==> src/hdl/line_follow_pid_steering_core_defines.svh <==
// Assertion macros for the steering core; only the sequencer uses them.
`ifndef LINE_FOLLOW_PID_STEERING_CORE_DEFINES_SVH
`define LINE_FOLLOW_PID_STEERING_CORE_DEFINES_SVH

// Checks that the consequent holds in the same cycle as the antecedent.
`define LFPS_ASSERT_SAME(lbl, ante, cons, msg) \
   lbl: assert property (@(posedge clock) disable iff (reset) (ante) |-> (cons)) \
      else $error(msg);

// Checks that the consequent holds in the cycle after the antecedent.
`define LFPS_ASSERT_NEXT(lbl, ante, cons, msg) \
   lbl: assert property (@(posedge clock) disable iff (reset) (ante) |=> (cons)) \
      else $error(msg);

`endif

==> src/hdl/lfps_pkg.sv <==
// Types, constants, arithmetic helpers and microcode table of the steering core.
`default_nettype none

package lfps_pkg;

   // Filter coefficient, unsigned Q0.16 (65536 is 1.0).
   localparam int unsigned FILTER_COEF = 6554;
   localparam logic signed [32:0] COEF_OPND = 33'(FILTER_COEF);

   // Port widths.
   localparam int REQ_TDATA_W = 72;
   localparam int RSP_TDATA_W = 64;
   localparam int CSR_IDX_W   = 3;
   localparam int CSR_DATA_W  = 32;

   // Datapath widths: operand, raw product, rounded product, turn sum.
   localparam int OPND_W = 33;
   localparam int PROD_W = 66;
   localparam int RND_W  = 50;
   localparam int WIDE_W = 53;

   localparam logic signed [31:0] I32_MAX = 32'sh7FFF_FFFF;
   localparam logic signed [31:0] I32_MIN = 32'sh8000_0000;

   // Command codes carried in the request tuser.
   localparam logic [1:0] CMD_P     = 2'd0;
   localparam logic [1:0] CMD_PID   = 2'd1;
   localparam logic [1:0] CMD_EVENT = 2'd2;

   // Configuration register indexes.
   localparam logic [CSR_IDX_W-1:0] CSR_BASE_SPEED     = 3'd0;
   localparam logic [CSR_IDX_W-1:0] CSR_GAIN_OFFSET_P  = 3'd1;
   localparam logic [CSR_IDX_W-1:0] CSR_GAIN_HEADING_P = 3'd2;
   localparam logic [CSR_IDX_W-1:0] CSR_GAIN_SLOWDOWN  = 3'd3;
   localparam logic [CSR_IDX_W-1:0] CSR_GAIN_OFFSET_I  = 3'd4;
   localparam logic [CSR_IDX_W-1:0] CSR_GAIN_HEADING_I = 3'd5;
   localparam logic [CSR_IDX_W-1:0] CSR_GAIN_OFFSET_D  = 3'd6;
   localparam logic [CSR_IDX_W-1:0] CSR_GAIN_HEADING_D = 3'd7;

   // Program counter and program layout.
   localparam int PC_W = 5;
   localparam logic [PC_W-1:0] PC_PID_ENTRY = 5'd8;
   localparam logic [PC_W-1:0] PC_LAST      = 5'd16;

   // Multiplier operand A select.
   typedef enum logic [3:0] {
      A_DIFF_O, A_DIFF_H, A_ABS_EO, A_ABS_EH, A_ERR_O,
      A_ERR_H, A_DLT_O, A_DLT_H, A_ACC_O, A_ACC_H
   } a_sel_type;

   // Multiplier operand B select.
   typedef enum logic [2:0] {
      B_COEF, B_SLOW, B_KP_O, B_KP_H, B_KD_O, B_KD_H, B_KI_O, B_KI_H
   } b_sel_type;

   // Datapath operation that consumes the registered product.
   typedef enum logic [2:0] {
      OP_NOP, OP_FILT_O, OP_FILT_H, OP_DIFF, OP_SLOW, OP_TFIRST, OP_TSUB, OP_OUT
   } op_type;

   // One microcode word.
   typedef struct packed {
      a_sel_type        mul_a;
      b_sel_type        mul_b;
      op_type           op;
      logic             acc_upd;
      logic             jmp_pid;
      logic [PC_W-1:0]  target;
      logic             last;
   } ucode_type;

   // Control from the sequencer to the datapath.
   typedef struct packed {
      a_sel_type  mul_a;
      b_sel_type  mul_b;
      op_type     op;
      logic       acc_upd;
      logic       load;
      logic       evt;
   } lfps_ctl_type;

   // Configuration registers.
   typedef struct packed {
      logic        [30:0] base_speed;
      logic signed [31:0] gain_offset_p;
      logic signed [31:0] gain_heading_p;
      logic signed [31:0] gain_slowdown;
      logic signed [31:0] gain_offset_i;
      logic signed [31:0] gain_heading_i;
      logic signed [31:0] gain_offset_d;
      logic signed [31:0] gain_heading_d;
   } lfps_cfg_type;

   // Saturates a wide signed value to the 32-bit signed range.
   function automatic logic signed [31:0] sat32(input logic signed [WIDE_W-1:0] v);
      if (v > 53'sd2147483647) begin
         return I32_MAX;
      end else if (v < -53'sd2147483648) begin
         return I32_MIN;
      end
      return v[31:0];
   endfunction

   // Saturating negation.
   function automatic logic signed [31:0] neg32(input logic signed [31:0] f);
      return (f == I32_MIN) ? I32_MAX : -f;
   endfunction

   // Q16.16 product reduction, round half up: floor((p + 2^15) / 2^16).
   function automatic logic signed [RND_W-1:0] rnd16(input logic signed [PROD_W-1:0] p);
      logic signed [PROD_W-1:0] q;
      q = p + 66'sd32768;
      return q[PROD_W-1:16];
   endfunction

   // Microcode table. The P law runs steps 0 to 7, the PID law jumps from
   // step 2 to step 8 and runs to step 16. Each step consumes the product
   // issued by the step before it.
   function automatic ucode_type urom(input logic [PC_W-1:0] pc);
      ucode_type w;
      w.mul_a   = A_DIFF_O;
      w.mul_b   = B_COEF;
      w.op      = OP_NOP;
      w.acc_upd = 1'b0;
      w.jmp_pid = 1'b0;
      w.target  = PC_PID_ENTRY;
      w.last    = 1'b0;
      case (pc)
         5'd0: begin
            w.mul_a = A_DIFF_O; w.mul_b = B_COEF;
         end
         5'd1: begin
            w.op = OP_FILT_O; w.mul_a = A_DIFF_H; w.mul_b = B_COEF;
         end
         5'd2: begin
            w.op = OP_FILT_H; w.jmp_pid = 1'b1;
         end
         5'd3: begin
            w.mul_a = A_ABS_EO; w.mul_b = B_SLOW;
         end
         5'd4: begin
            w.op = OP_SLOW; w.mul_a = A_ERR_O; w.mul_b = B_KP_O;
         end
         5'd5: begin
            w.op = OP_TFIRST; w.mul_a = A_ERR_H; w.mul_b = B_KP_H;
         end
         5'd6: begin
            w.op = OP_TSUB;
         end
         5'd7: begin
            w.op = OP_OUT; w.last = 1'b1;
         end
         5'd8: begin
            w.op = OP_DIFF; w.mul_a = A_ABS_EH; w.mul_b = B_SLOW;
         end
         5'd9: begin
            w.op = OP_SLOW; w.acc_upd = 1'b1; w.mul_a = A_ERR_O; w.mul_b = B_KP_O;
         end
         5'd10: begin
            w.op = OP_TFIRST; w.mul_a = A_ERR_H; w.mul_b = B_KP_H;
         end
         5'd11: begin
            w.op = OP_TSUB; w.mul_a = A_DLT_O; w.mul_b = B_KD_O;
         end
         5'd12: begin
            w.op = OP_TSUB; w.mul_a = A_DLT_H; w.mul_b = B_KD_H;
         end
         5'd13: begin
            w.op = OP_TSUB; w.mul_a = A_ACC_O; w.mul_b = B_KI_O;
         end
         5'd14: begin
            w.op = OP_TSUB; w.mul_a = A_ACC_H; w.mul_b = B_KI_H;
         end
         5'd15: begin
            w.op = OP_TSUB;
         end
         5'd16: begin
            w.op = OP_OUT; w.last = 1'b1;
         end
         default: begin
            w.last = 1'b1;
         end
      endcase
      return w;
   endfunction

endpackage

`default_nettype wire

==> src/hdl/lfps_sequencer.sv <==
// Microcode sequencer: request handshake, step counter and control word fetch.
`default_nettype none

`include "line_follow_pid_steering_core_defines.svh"

module lfps_sequencer
   import lfps_pkg::*;
(
   input  wire logic          clock,
   input  wire logic          reset,
   input  wire logic          req_tvalid,
   output logic               req_tready,
   input  wire logic [1:0]    req_tuser,
   input  wire logic          out_stall,
   output lfps_ctl_type       ctl
);

   typedef enum logic [1:0] {
      ST_IDLE = 2'b01,
      ST_RUN  = 2'b10
   } seq_state_type;

   seq_state_type    state_ff, state_in;
   logic [PC_W-1:0]  pc_ff, pc_in;
   logic             pid_ff, pid_in;
   ucode_type        word;
   logic             accept;
   logic             is_sample;
   logic             out_op_stall;
   logic             step_en;

   // Fetch the current control word.
   assign word         = urom(pc_ff);
   assign out_op_stall = (word.op == OP_OUT) && out_stall;
   assign step_en      = (state_ff == ST_RUN) && !out_op_stall;

   // A new request is taken only between programs.
   assign req_tready = (state_ff == ST_IDLE);
   assign accept     = req_tvalid && req_tready;
   assign is_sample  = (req_tuser == CMD_P) || (req_tuser == CMD_PID);

   // Step counter with the conditional jump into the PID program.
   always_comb begin
      state_in = state_ff;
      pc_in    = pc_ff;
      pid_in   = pid_ff;
      case (state_ff)
         ST_IDLE: begin
            if (accept && is_sample) begin
               state_in = ST_RUN;
               pc_in    = '0;
               pid_in   = (req_tuser == CMD_PID);
            end
         end
         ST_RUN: begin
            if (step_en) begin
               if (word.last) begin
                  state_in = ST_IDLE;
               end else if (word.jmp_pid && pid_ff) begin
                  pc_in = word.target;
               end else begin
                  pc_in = pc_ff + 1'b1;
               end
            end
         end
         default: begin
            state_in = ST_IDLE;
         end
      endcase
   end

   always_ff @(posedge clock) begin
      if (reset) begin
         state_ff <= ST_IDLE;
         pc_ff    <= '0;
         pid_ff   <= 1'b0;
      end else begin
         state_ff <= state_in;
         pc_ff    <= pc_in;
         pid_ff   <= pid_in;
      end
   end

   // Drive the datapath; operations only take effect on an active step.
   always_comb begin
      ctl.mul_a   = word.mul_a;
      ctl.mul_b   = word.mul_b;
      ctl.op      = step_en ? word.op : OP_NOP;
      ctl.acc_upd = step_en && word.acc_upd;
      ctl.load    = accept && is_sample;
      ctl.evt     = accept && (req_tuser == CMD_EVENT);
   end

   `LFPS_ASSERT_NEXT(a_sample_starts, accept && is_sample, state_ff == ST_RUN && pc_ff == '0, "sample request did not start the program")
   `LFPS_ASSERT_NEXT(a_stall_holds, state_ff == ST_RUN && out_op_stall, state_ff == ST_RUN && $stable(pc_ff), "program moved while the result register was full")
   `LFPS_ASSERT_SAME(a_pc_range, state_ff == ST_RUN, pc_ff <= PC_LAST, "step counter left the program")
   `LFPS_ASSERT_SAME(a_idle_quiet, state_ff == ST_IDLE, ctl.op == OP_NOP && !ctl.acc_upd, "datapath operation issued while idle")

endmodule

`default_nettype wire

==> config.mk <==
export PLATFORM = sky130hd
export DESIGN_NAME = lfps_sequencer
export DESIGN_NICKNAME = d
export VERILOG_FILES = /design/src/hdl/lfps_pkg.sv /design/src/hdl/lfps_sequencer.sv
export VERILOG_INCLUDE_DIRS = /design/src /design/src/hdl
export SDC_FILE = /design/constraint.sdc
export NUM_CORES = 1
export LEC_CHECK = 0
export ABC_AREA = 0
export BUFFER_PORTS_ARGS = -buffer_cell sky130_fd_sc_hd__clkbuf_2
export CAP_MARGIN = 5
export CORE_ASPECT_RATIO = 1.75
export CORE_MARGIN = 4
export CORE_UTILIZATION = 31
export DETAILED_ROUTE_END_ITERATION = 6
export GPL_ROUTABILITY_DRIVEN = 0
export PLACE_DENSITY = 0.5
export SYNTH_ARGS = -nofsm -noshare
export SYNTH_HDL_FRONTEND = slang
export SYNTH_SLANG_ARGS = --single-unit
==> constraint.sdc <==
create_clock -name clock -period 3.2 [get_ports clock]
set_input_delay 0.48 -clock clock [delete_from_list [all_inputs] [get_ports clock]]
set_output_delay 0.48 -clock clock [all_outputs]
set_load 0.03 [all_outputs]
Yosys cells after proc, flatten, opt, wreduce, memory -nomap -nowiden --
Cells that the tools add are included.
Storage, ports and cells: flip-flop bits (word level) 8, input bits 6, output and inout bits 14, word-level logic and storage cells 63
Operators by class: $add $sub $neg 1, eq/ne operators 25, mux-type cells 14, reduce and logical (&&, ||, !) cells 20
Operators by type and width (number):
- $pmux 7 s9 | 1
- $eq 5x4->1 const B | 8
- $pmux 3 s7 | 1
- $eq 5x3->1 const B | 4
- $mux 5 | 4
- $reduce_or 15->1 | 1
- $eq 5x2->1 const B | 2
- $pmux 5 s2 | 1
- $logic_and 1x1->1 | 7
- $mux 2 | 3
- $ne 2x2->1 const B | 3
- $reduce_or 2->1 | 3
- $reduce_or 6->1 | 1
- $add 5x1->5 const B | 1
- $eq 5x1->1 const B | 1
- $eq 5x5->1 const B | 1
- $logic_not 5->1 | 1
- $eq 2x1->1 const B | 2
- $eq 2x2->1 const B | 2
- $pmux 2 s2 | 1
- $reduce_and 4->1 | 1
- $eq 3x3->1 const B | 1
- $mux 3 | 1
- $reduce_and 3->1 | 1
- 7 further kinds | 8

Logic depth before layout (Yosys ltp) --
Gate-level depths: netlist of run 1.
depth in word-level cells 9, depth in mapped cells 9, depth with buffers taken out 8

Worst setup path before layout of run 1 --
Ideal clock, no wire load.
path kind register to output, from reg pc_ff[0], to out ctl[2] (netlist name), arrival 3001 ps, data required time 2720 ps, path slack -281 ps, cell stages (with the launch flop) 10, path buffers 1, path through dfxtp_1 inv_1 ha_1 buf_2 mux2i_1 o22ai_1 nor4_1 a211o_2 nand2_1 nor4_1
RTL lines:
- start: declaration | line lfps_sequencer.sv:24 | logic [PC_W-1:0] pc_ff, pc_in;
- start signal: assignment | line lfps_sequencer.sv:79 | pc_ff <= pc_in;
- end: declaration | line lfps_sequencer.sv:15 | output lfps_ctl_type ctl

==> impl_metrics.csv, run 1 <==
group,metric,value,unit
sta,fmax,331,MHz
route,drt-wirelength-per-cell,15.4,µm
floorplan,io_pins,20,
clock_tree,cts_tree,"yes",
power,static-leakage-power,0.000393,µW
clock_tree,cts_sinks,8,
route,detail_route.vias_per_cell,5.67,
critical_path,max_stage_delay,480,ps
floorplan,die_area,3560,µm²
power,total_power,247,µW
run,max_cap_viols,0,
yosys,synth-main-ff-cell,"dfxtp_1",
critical_path,worst_ep_arrival_time,2540,ps
sta,worst_pin_slew,461,ps
worst_hold_path,hp-class,"flip-flop to flip-flop",
global_routing,track_usage,15.9,%
critical_path,crit_path_start_kind,"flip-flop",
clock_tree,worst_setup_hold_path_clk_slew,40,ps
critical_path,timing.critical_path.slowest_stage_cell,"or4b_1",
sta,post_layout_minimum_cycle_time,3020,ps
floorplan,die_height,76.0,µm
outcome,run_status,"complete, no violations",
power,total_power_per_unit_cell_area,244,nW/µm²
sta,fin_tns_setup,0,ps
route,ant_nets,0,
global_routing,globalRoute.totalOverflow,0,
critical_path,worstPathCellList,"inv_1 -> ha_2 -> nor2_1 -> nor2_1 -> or4b_1 -> a211o_2 -> nand2_2 -> a21oi_1 -> clkbuf_2",
global_routing,pin_count_of_the_biggest_net_entering_global_routing,12,
yosys,synth_top_cells_by_count,"nand2_1, a21oi_1, nor2_1",
sta,post-route-worst-setup-slack,178,ps
global_routing,grt_pass1_wl,4.27,mm
yosys,synth.distinct_cells,43,
yosys,synthesis.yosys.warnings,0,
yosys,synth_most_common_cell,"nand2_1",
yosys,synthCells,113,
sta,final-setup-viol-count,0,
clock_tree,numCtsBuffers,3,
floorplan,floorplan.rows,24,
critical_path,end_kind,"output pin",
yosys,portion_of_synthesized_cell_area_occupied_by_the_leading_cell_type,19.5,%
global_routing,vias_in_the_first_global_route,979,
yosys,count_of_flip_flops_with_a_built_in_enable_after_synthesis,0,
placed_design,buffer_ports.inserted,19,
critical_path,timing.critical_path.mode_cell,"nor2_1",
route,detail_route.iter0.violations,18,
finish,nets,146,
yosys,yosysSeqAreaShare,19.5,%
route,vias,902,
yosys,yosys-top-cells-area,"dfxtp_1, ha_1, a21oi_1",
placed_design,dp_slack,172,ps
route,drt_pre_antenna_iters,4,
sta,timing.final.hold_violations,0,
sta,max-slew-margin-rel,69.0,%
route,drc,0,
clock_tree,clock-root-buffer,"clkbuf_8",
floorplan,initial_cell_density_of_the_core,32.5,%
yosys,post_synth.cell_area_avg,7.25,µm²
sta,fin_skew,0.159,ps
yosys,async_reset_ff_share,0,%
critical_path,path_max_fanout,8,
finish,drive_gt1_share,27.8,%
power,vdd_drop_max,0.000221,V
sta,rsz_0062_raised_after_global_routing,"false",
critical_path,setup.worst_path.class,"flip-flop to output pin",
floorplan,core_area,2520,µm²
clock_tree,ctsLongestPathBuffers,2,
floorplan,fp.dieW,46.9,µm
global_routing,antenna_found_initial,0,
yosys,synthesis.area,820,µm²
yosys,netlist.top_cell.by_area,"dfxtp_1",
clock_tree,latest_clock_arrival_within_the_worst_skew_pair,220,ps
yosys,synth_nets,124,
finish,antenna-diode-count,0,
finish,areaGrowthSynthToFinish,23.7,%
sta,fin_crit_sh,94.4,%
sta,report.final.slew_viol_count,0,
yosys,ys_seq_elements,8,
clock_tree,clock_tree.htree_level_count,1,
placed_design,dp_hpwl,2.01,mm
critical_path,worstPathRequired,2720,ps
route,finalWirelength,2.46,mm
stage by stage:
stage / area [µm²] / utilization, % / hold slack, ps / std cells
2_1_floorplan: 826 / - / 445 / 113
3_3_place_gp: 955 / 37.8 / 461 / 156
3_5_place_dp: 955 / 37.8 / 471 / 156
4_1_cts: 1000 / 39.8 / 475 / 159
5_1_grt: 1010 / 40.2 / 510 / 159
6_report: 1010 / 40.2 / 469 / 159
report_power, final:
group          internal, µW  leakage [µW]  switching, µW
sequential              102     0.0000648           1.15
clock                  81.3     0.0000216           37.1
combinational          9.89      0.000307           15.7
total                   193      0.000393           54.0
cells in the final DEF (no fill, tap or decap), types with 3 or more instances in the layout:
cell type	count
clkbuf_2	18
nor2_1	9
nand2_1	9
a21oi_1	9
dfxtp_1	8
inv_1	7
nand2b_1	6
buf_4	5
o21ai_0	4
nor2b_1	3
o21ai_1	3
ha_1	3
clkbuf_8	3
critical path: cells and delay by family (launching register included):
kind                       cells  cell delay [ps]
adders and majority gates      1              250
and+or+nand+nor                4              920
buffers and inverters          2              310
AOI/OAI and AO/OA              2              500
DFF                            1              330
area by class of cell:
type                    instances  area (µm²)
repair buffers                 24         133
flip-flops and latches          8         160
inverters                       7        26.3
clock buffers                   3        41.3
well taps                      26        32.5
multi-input cells              91         621
fillers                       293        1510
sequential cells by signal, indices dropped and copies added (netlist names):
register,flops
pc_ff,5
state_ff,2
pid_ff,1
repair_timing:
action,CTS,global route
hold buffers,0,0
pin swaps,0,0
buffers inserted,0,0
setup endpoints to repair,1,4
gates resized for setup,2,4
cells by family (layout without fill, tap and decap cells):
group           count (synthesis)  count (layout)  share of synthesized area, %
compound gates                 38              38                          31.8
fa+ha+maj                       5               5                          7.63
buf+inv                        14              34                          7.63
flops                           8               8                          19.5
mux                             3               3                          3.66
simple gates                   45              45                          29.8
per-layer routing:
metal	up-vias	share of wire, %	GRT usage, %	routed length (µm)
li1	454	-	-	-
met1	424	36	16.5	890
met2	20	58	28.6	1430
met3	4	4.2	1.42	103
met4	0	1.5	8.03	38
met5	-	0	0	0
worst paths after layout:
kind | start | end | slack [ps] | cells after the start
max | pc_ff[0] | ctl[4] | 180 | 9
min | pid_ff | pid_ff | 470 | 2
max reg2reg | pc_ff[0] | pc_ff[4] | 780 | 8
min reg2reg | pid_ff | pid_ff | 470 | 2
No activity file was read; power rests on OpenSTA's default activity.
==> inputs of run 2 (changes only) <==
- CORE_UTILIZATION: 31 -> 35
- CTS_BUF_LIST: default -> sky130_fd_sc_hd__clkbuf_2 sky130_fd_sc_hd__clkbuf_4 sky130_fd_sc_hd__clkbuf_8
- CTS_CLUSTER_DIAMETER: default -> 100
- PLACE_DENSITY: 0.5 -> 0.55
==> run 2 against run 1 <==
Against the previous run: worst hold slack gained 4.8 ps; combinational power is essentially flat; routed wire length grew 0.37%; sequential power is essentially flat; sequential share of layout area shrank 0.32 points; global-route usage grew 0.50 points; design area grew 2.1%; flip-flop and latch count is the same; utilization grew 5.3 points; register-to-register slack lost 190 ps; critical path type unchanged; largest cell class unchanged.
==> impl_metrics.csv, run 2 (synthesis gave the netlist of run 1 again) <==
group,metric,value,unit
critical_path,setup.worst_path.class,"flip-flop to output pin",
global_routing,globalRoute.totalOverflow,0,
global_routing,grt_pass1_wl,4.04,mm
route,ant_nets,0,
finish,areaGrowthSynthToFinish,26.3,%
critical_path,crit_path_start_kind,"flip-flop",
route,finalWirelength,2.47,mm
floorplan,die_area,3210,µm²
global_routing,vias_in_the_first_global_route,929,
floorplan,floorplan.rows,23,
critical_path,path_max_fanout,7,
sta,fin_skew,2.33,ps
power,switching_share,22.9,%
sta,fin_crit_sh,95.6,%
finish,drive_gt1_share,28.9,%
floorplan,core_area,2270,µm²
finish,post-route-util,45.5,%
finish,final_cell_mix,"clkbuf_2, nand2_1, a21oi_1",
finish,finish.instance_area,1030,µm²
global_routing,antenna_found_initial,0,
worst_hold_path,hold_depth,2,
clock_tree,clock-root-buffer,"clkbuf_8",
clock_tree,clock_tree.htree_level_count,1,
global_routing,pin_count_of_the_biggest_net_entering_global_routing,16,
worst_hold_path,hold_start,"pid_ff",
clock_tree,ctsLongestPathBuffers,2,
outcome,run_status,"complete, no violations",
floorplan,fp.dieW,44.6,µm
power,seqPwrFrac,41.1,%
floorplan,io_pins,20,
route,drt_pre_antenna_iters,4,
placed_design,buffer_ports.inserted,19,
placed_design,dp_hpwl,1.88,mm
floorplan,initial_cell_density_of_the_core,36.0,%
clock_tree,numCtsBuffers,3,
critical_path,worstPathRequired,2720,ps
power,net-switching-power,57.3,µW
clock_tree,worst_setup_hold_path_clk_slew,40,ps
critical_path,reg2reg_to,"pc_ff[2]",
finish,antenna-diode-count,0,
route,vias,928,
finish,finalNonFillerCells,160,
sta,worst_pin_slew,542,ps
power,power.internal,193,µW
finish,nets,148,
power,total_power,251,µW
critical_path,r2r_slack,590,ps
critical_path,worstReg2RegStart,"pc_ff[0]",
route,drt-wirelength-per-cell,15.4,µm
finish,final_common_cell,"clkbuf_2",
global_routing,track_usage,16.4,%
sta,fmax,327,MHz
power,static-leakage-power,0.000402,µW
power,power_frac_comb,10.2,%
critical_path,end_kind,"output pin",
critical_path,worst_ep_arrival_time,2580,ps
route,detail_route.iter0.violations,24,
finish,largest_register_ffs,5,
sta,timing.final.hold_violations,0,
floorplan,die_height,72.0,µm
finish,largest_register,"pc_ff",
critical_path,rr_worst_depth,10,
route,detail_route.vias_per_cell,5.80,
worst_hold_path,worstHoldEndpoint,"pid_ff",
worst_hold_path,hp-class,"flip-flop to flip-flop",
route,drc,0,
placed_design,postPlaceCellArea,946,µm²
finish,largest_registers,"pc_ff (5), state_ff (2), pid_ff (1)",
sta,report.final.slew_viol_count,0,
clock_tree,cts_sinks,8,
run,max_cap_viols,0,
clock_tree,latest_clock_arrival_within_the_worst_skew_pair,230,ps
placed_design,post_place_cells,154,
clock_tree,cts_tree,"yes",
sta,final-setup-viol-count,0,
power,vdd_drop_max,0.000174,V
power,total_power_per_unit_cell_area,242,nW/µm²
sta,max-slew-margin-rel,63.8,%
sta,fin_tns_setup,0,ps
sta,post_layout_minimum_cycle_time,3060,ps
power,part_of_the_total_power_dissipated_in_the_clock_network,48.7,%
run 2: area by class of cell:
cell class / instances / area (µm²)
Tap cell: 25 / 31.3
Timing Repair Buffer: 26 / 150
Multi-Input combinational cell: 91 / 626
Inverter: 7 / 26.3
Fill cell: 250 / 1240
Clock buffer: 3 / 41.3
Sequential cell: 8 / 160
run 2: timing repair:
item,CTS,global route
hold buffers,0,0
setup endpoints to repair,0,4
gates resized for setup,0,8
buffers inserted,0,3
run 2: routing by layer:
metal | vias up | share of wire [%] | track usage, % | routed length, µm
met5 | - | 0 | 0 | 0
met4 | 0 | 3.5 | 8.05 | 87
met3 | 11 | 4.2 | 1.49 | 104
met2 | 31 | 56 | 29.9 | 1380
met1 | 429 | 36 | 17.7 | 892
li1 | 457 | - | - | -
run 2: worst max-delay path by stage:
stage             start  endpoint  slack (ps)
6_report       pc_ff[0]    ctl[2]         140
5_1_grt        pc_ff[0]    ctl[2]         -40
4_1_cts        pc_ff[0]    ctl[2]          30
3_5_place_dp   pc_ff[0]    ctl[2]         280
3_3_place_gp   pc_ff[0]    ctl[2]         360
2_1_floorplan  pc_ff[0]    ctl[2]          50
run 2: per-stage QoR:
stage / hold WS, ps / setup WS [ps]
after floorplan: 445 / 50.0
after global placement: 464 / 359
after detailed placement: 463 / 282
after CTS: 479 / 33.6
after global routing: 501 / -42.3
final: 474 / 140
run 2: power by group through the flow:
stage          logic [µW]  clock network (µW)  registers (µW)
2_1_floorplan        17.8                   0             104
3_3_place_gp         25.4                   0             105
3_5_place_dp         25.5                   0             105
4_1_cts              25.8                 127             103
5_1_grt              27.9                 133             103
6_report             25.5                 122             103
run 2: critical path, cell delays in order (launching register included):
cell	delay [ps]
dfxtp_1	340
inv_1	140
ha_2	280
nor2b_4	190
a21oi_1	60
or4b_1	490
a211o_2	370
nand2_1	210
nor4_2	70
clkbuf_4	200
==> inputs of run 3 (changes only) <==
- PLACE_DENSITY: 0.55 -> default
==> run 3 against run 2 <==
Against the previous run: via count shrank 1.9%; sequential power is essentially flat; count of clock-buffer cells in the layout did not move; largest power group unchanged; flip-flop and latch count unchanged; clock power is 3% lower.
==> impl_metrics.csv, run 3 (synthesis gave the netlist of run 1 again) <==
group,metric,value,unit
finish,nets,145,
floorplan,die_area,3210,µm²
worst_hold_path,hold_start,"pid_ff",
placed_design,dp_slack,281,ps
finish,antenna-diode-count,0,
route,finalWirelength,2.21,mm
critical_path,max_stage_delay,480,ps
sta,fmax,334,MHz
route,drt_pre_antenna_iters,4,
critical_path,crit_path_start_kind,"flip-flop",
route,detail_route.iter0.violations,14,
sta,max-slew-margin-rel,65.3,%
critical_path,reg2reg_to,"pc_ff[4]",
global_routing,antenna_found_initial,0,
route,drt-wirelength-per-cell,14.0,µm
worst_hold_path,hold_depth,2,
sta,report.final.slew_viol_count,0,
placed_design,buffer_ports.inserted,19,
critical_path,r2r_slack,810,ps
global_routing,grt_pass1_wl,3.73,mm
power,total_power_per_unit_cell_area,245,nW/µm²
critical_path,rr_worst_depth,8,
floorplan,fp.dieW,44.6,µm
clock_tree,post_cts.repair.setup_buffers,0,
clock_tree,ctsLongestPathBuffers,2,
finish,drive_gt1_share,28.0,%
route,detail_route.vias_per_cell,5.80,
sta,worst_pin_slew,520,ps
power,vdd_drop_max,0.000212,V
sta,final-setup-viol-count,0,
critical_path,timing.critical_path.slowest_stage_cell,"or4b_1",
clock_tree,ctsHoldBuffers,0,
clock_tree,cts_sinks,8,
clock_tree,worst_setup_hold_path_clk_slew,40,ps
global_routing,track_usage,15.1,%
finish,largest_register_ffs,5,
run,max_cap_viols,0,
sta,hold_ws,474,ps
floorplan,io_pins,20,
global_routing,vias_in_the_first_global_route,861,
critical_path,worst_ep_arrival_time,2520,ps
floorplan,core_area,2270,µm²
floorplan,die_height,72.0,µm
finish,largest_registers,"pc_ff (5), state_ff (2), pid_ff (1)",
sta,fin_skew,2.16,ps
finish,areaGrowthSynthToFinish,22.9,%
sta,fin_tns_setup,0,ps
route,ant_nets,0,
critical_path,worstPathCellList,"inv_1 -> ha_2 -> nor2b_4 -> a21oi_1 -> or4b_1 -> a211o_2 -> nand2_2 -> nor4_2 -> clkbuf_2",
floorplan,initial_cell_density_of_the_core,36.0,%
clock_tree,clock-root-buffer,"clkbuf_8",
sta,rsz_0062_raised_after_global_routing,"false",
global_routing,pin_count_of_the_biggest_net_entering_global_routing,16,
clock_tree,latest_clock_arrival_within_the_worst_skew_pair,230,ps
critical_path,setup.worst_path.class,"flip-flop to output pin",
worst_hold_path,worstHoldEndpoint,"pid_ff",
finish,final_common_cell,"clkbuf_2",
critical_path,path_buf_inv,2,
critical_path,worstReg2RegStart,"pc_ff[0]",
power,static-leakage-power,0.000388,µW
clock_tree,post_cts.resized_instances,0,
global_routing,globalRoute.totalOverflow,0,
sta,fin_crit_sh,93.7,%
route,vias,910,
sta,post-route-worst-setup-slack,203,ps
clock_tree,numCtsBuffers,3,
route,drc,0,
clock_tree,clock_tree.htree_level_count,1,
critical_path,end_kind,"output pin",
critical_path,worstPathRequired,2720,ps
finish,final_cell_mix,"clkbuf_2, nand2_1, a21oi_1",
floorplan,floorplan.rows,23,
clock_tree,cts_tree,"yes",
sta,post_layout_minimum_cycle_time,3000,ps
sta,timing.final.hold_violations,0,
critical_path,cp_top_family,"simple AND/OR/NAND/NOR gates",
placed_design,dp_hpwl,1.78,mm
outcome,run_status,"complete, no violations",
worst_hold_path,hp-class,"flip-flop to flip-flop",
finish,largest_register,"pc_ff",
critical_path,path_max_fanout,8,
-- run 3: cell count changes in the layout (fill, tap and decap cells not counted) --
cell,before,now
clkbuf_2,18,19
nor2_4,1,0
nand2_1,10,9
buf_4,7,4
nor2_2,0,1
clkbuf_4,1,0
nand2_2,0,1
-- run 3: per-stage QoR --
stage / utilization [%] / instances / total power, µW / area (µm²)
finish: 44.3 / 157 / 247 / 1010
global route: 44.3 / 157 / 258 / 1010
CTS: 43.4 / 157 / 253 / 987
detailed placement: 41.6 / 154 / 130 / 946
global placement: 41.6 / 154 / 130 / 946
floorplan: - / 113 / 122 / 826
-- run 3: report_power, final --
part	total, µW	leakage, µW	switching (µW)	internal (µW)
clock network	118	0.0000216	37.2	81.2
logic	25.3	0.000301	15.4	9.90
registers	103	0.0000648	1.12	102
total	247	0.000388	53.7	193
-- run 3: final cells by class --
cell class,instances,area [µm²]
Clock buffer,3,41.3
Multi-Input combinational cell,91,623
Inverter,7,26.3
Timing Repair Buffer,23,125
Fill cell,246,1270
Tap cell,25,31.3
Sequential cell,8,160
-- run 3: routing by layer --
| layer | wire (µm) | GRT usage (%) | vias to the layer above |
|---|---|---|---|
| met2 | 1200 | 26.6 | 27 |
| met4 | 67 | 10.1 | 0 |
| met1 | 837 | 16.4 | 426 |
| li1 | - | - | 450 |
| met3 | 101 | 0.993 | 7 |
| met5 | 0 | 0 | - |
-- run 3: tightest hold or removal path, delay by kind of cell, from the launching register on --
kind | cells | cell delay [ps]
simple gates | 1 | 60
flops | 1 | 320
compound gates | 1 | 50
-- run 3: worst max-delay path by stage --
stage	from	end	slack [ps]	depth (start not counted)
after CTS	pc_ff[0]	ctl[2]	30	9
after floorplan	pc_ff[0]	ctl[2]	50	9
after detailed placement	pc_ff[0]	ctl[2]	280	9
after global routing	pc_ff[0]	ctl[2]	70	9
after global placement	pc_ff[0]	ctl[2]	390	9
final	pc_ff[0]	ctl[2]	200	9
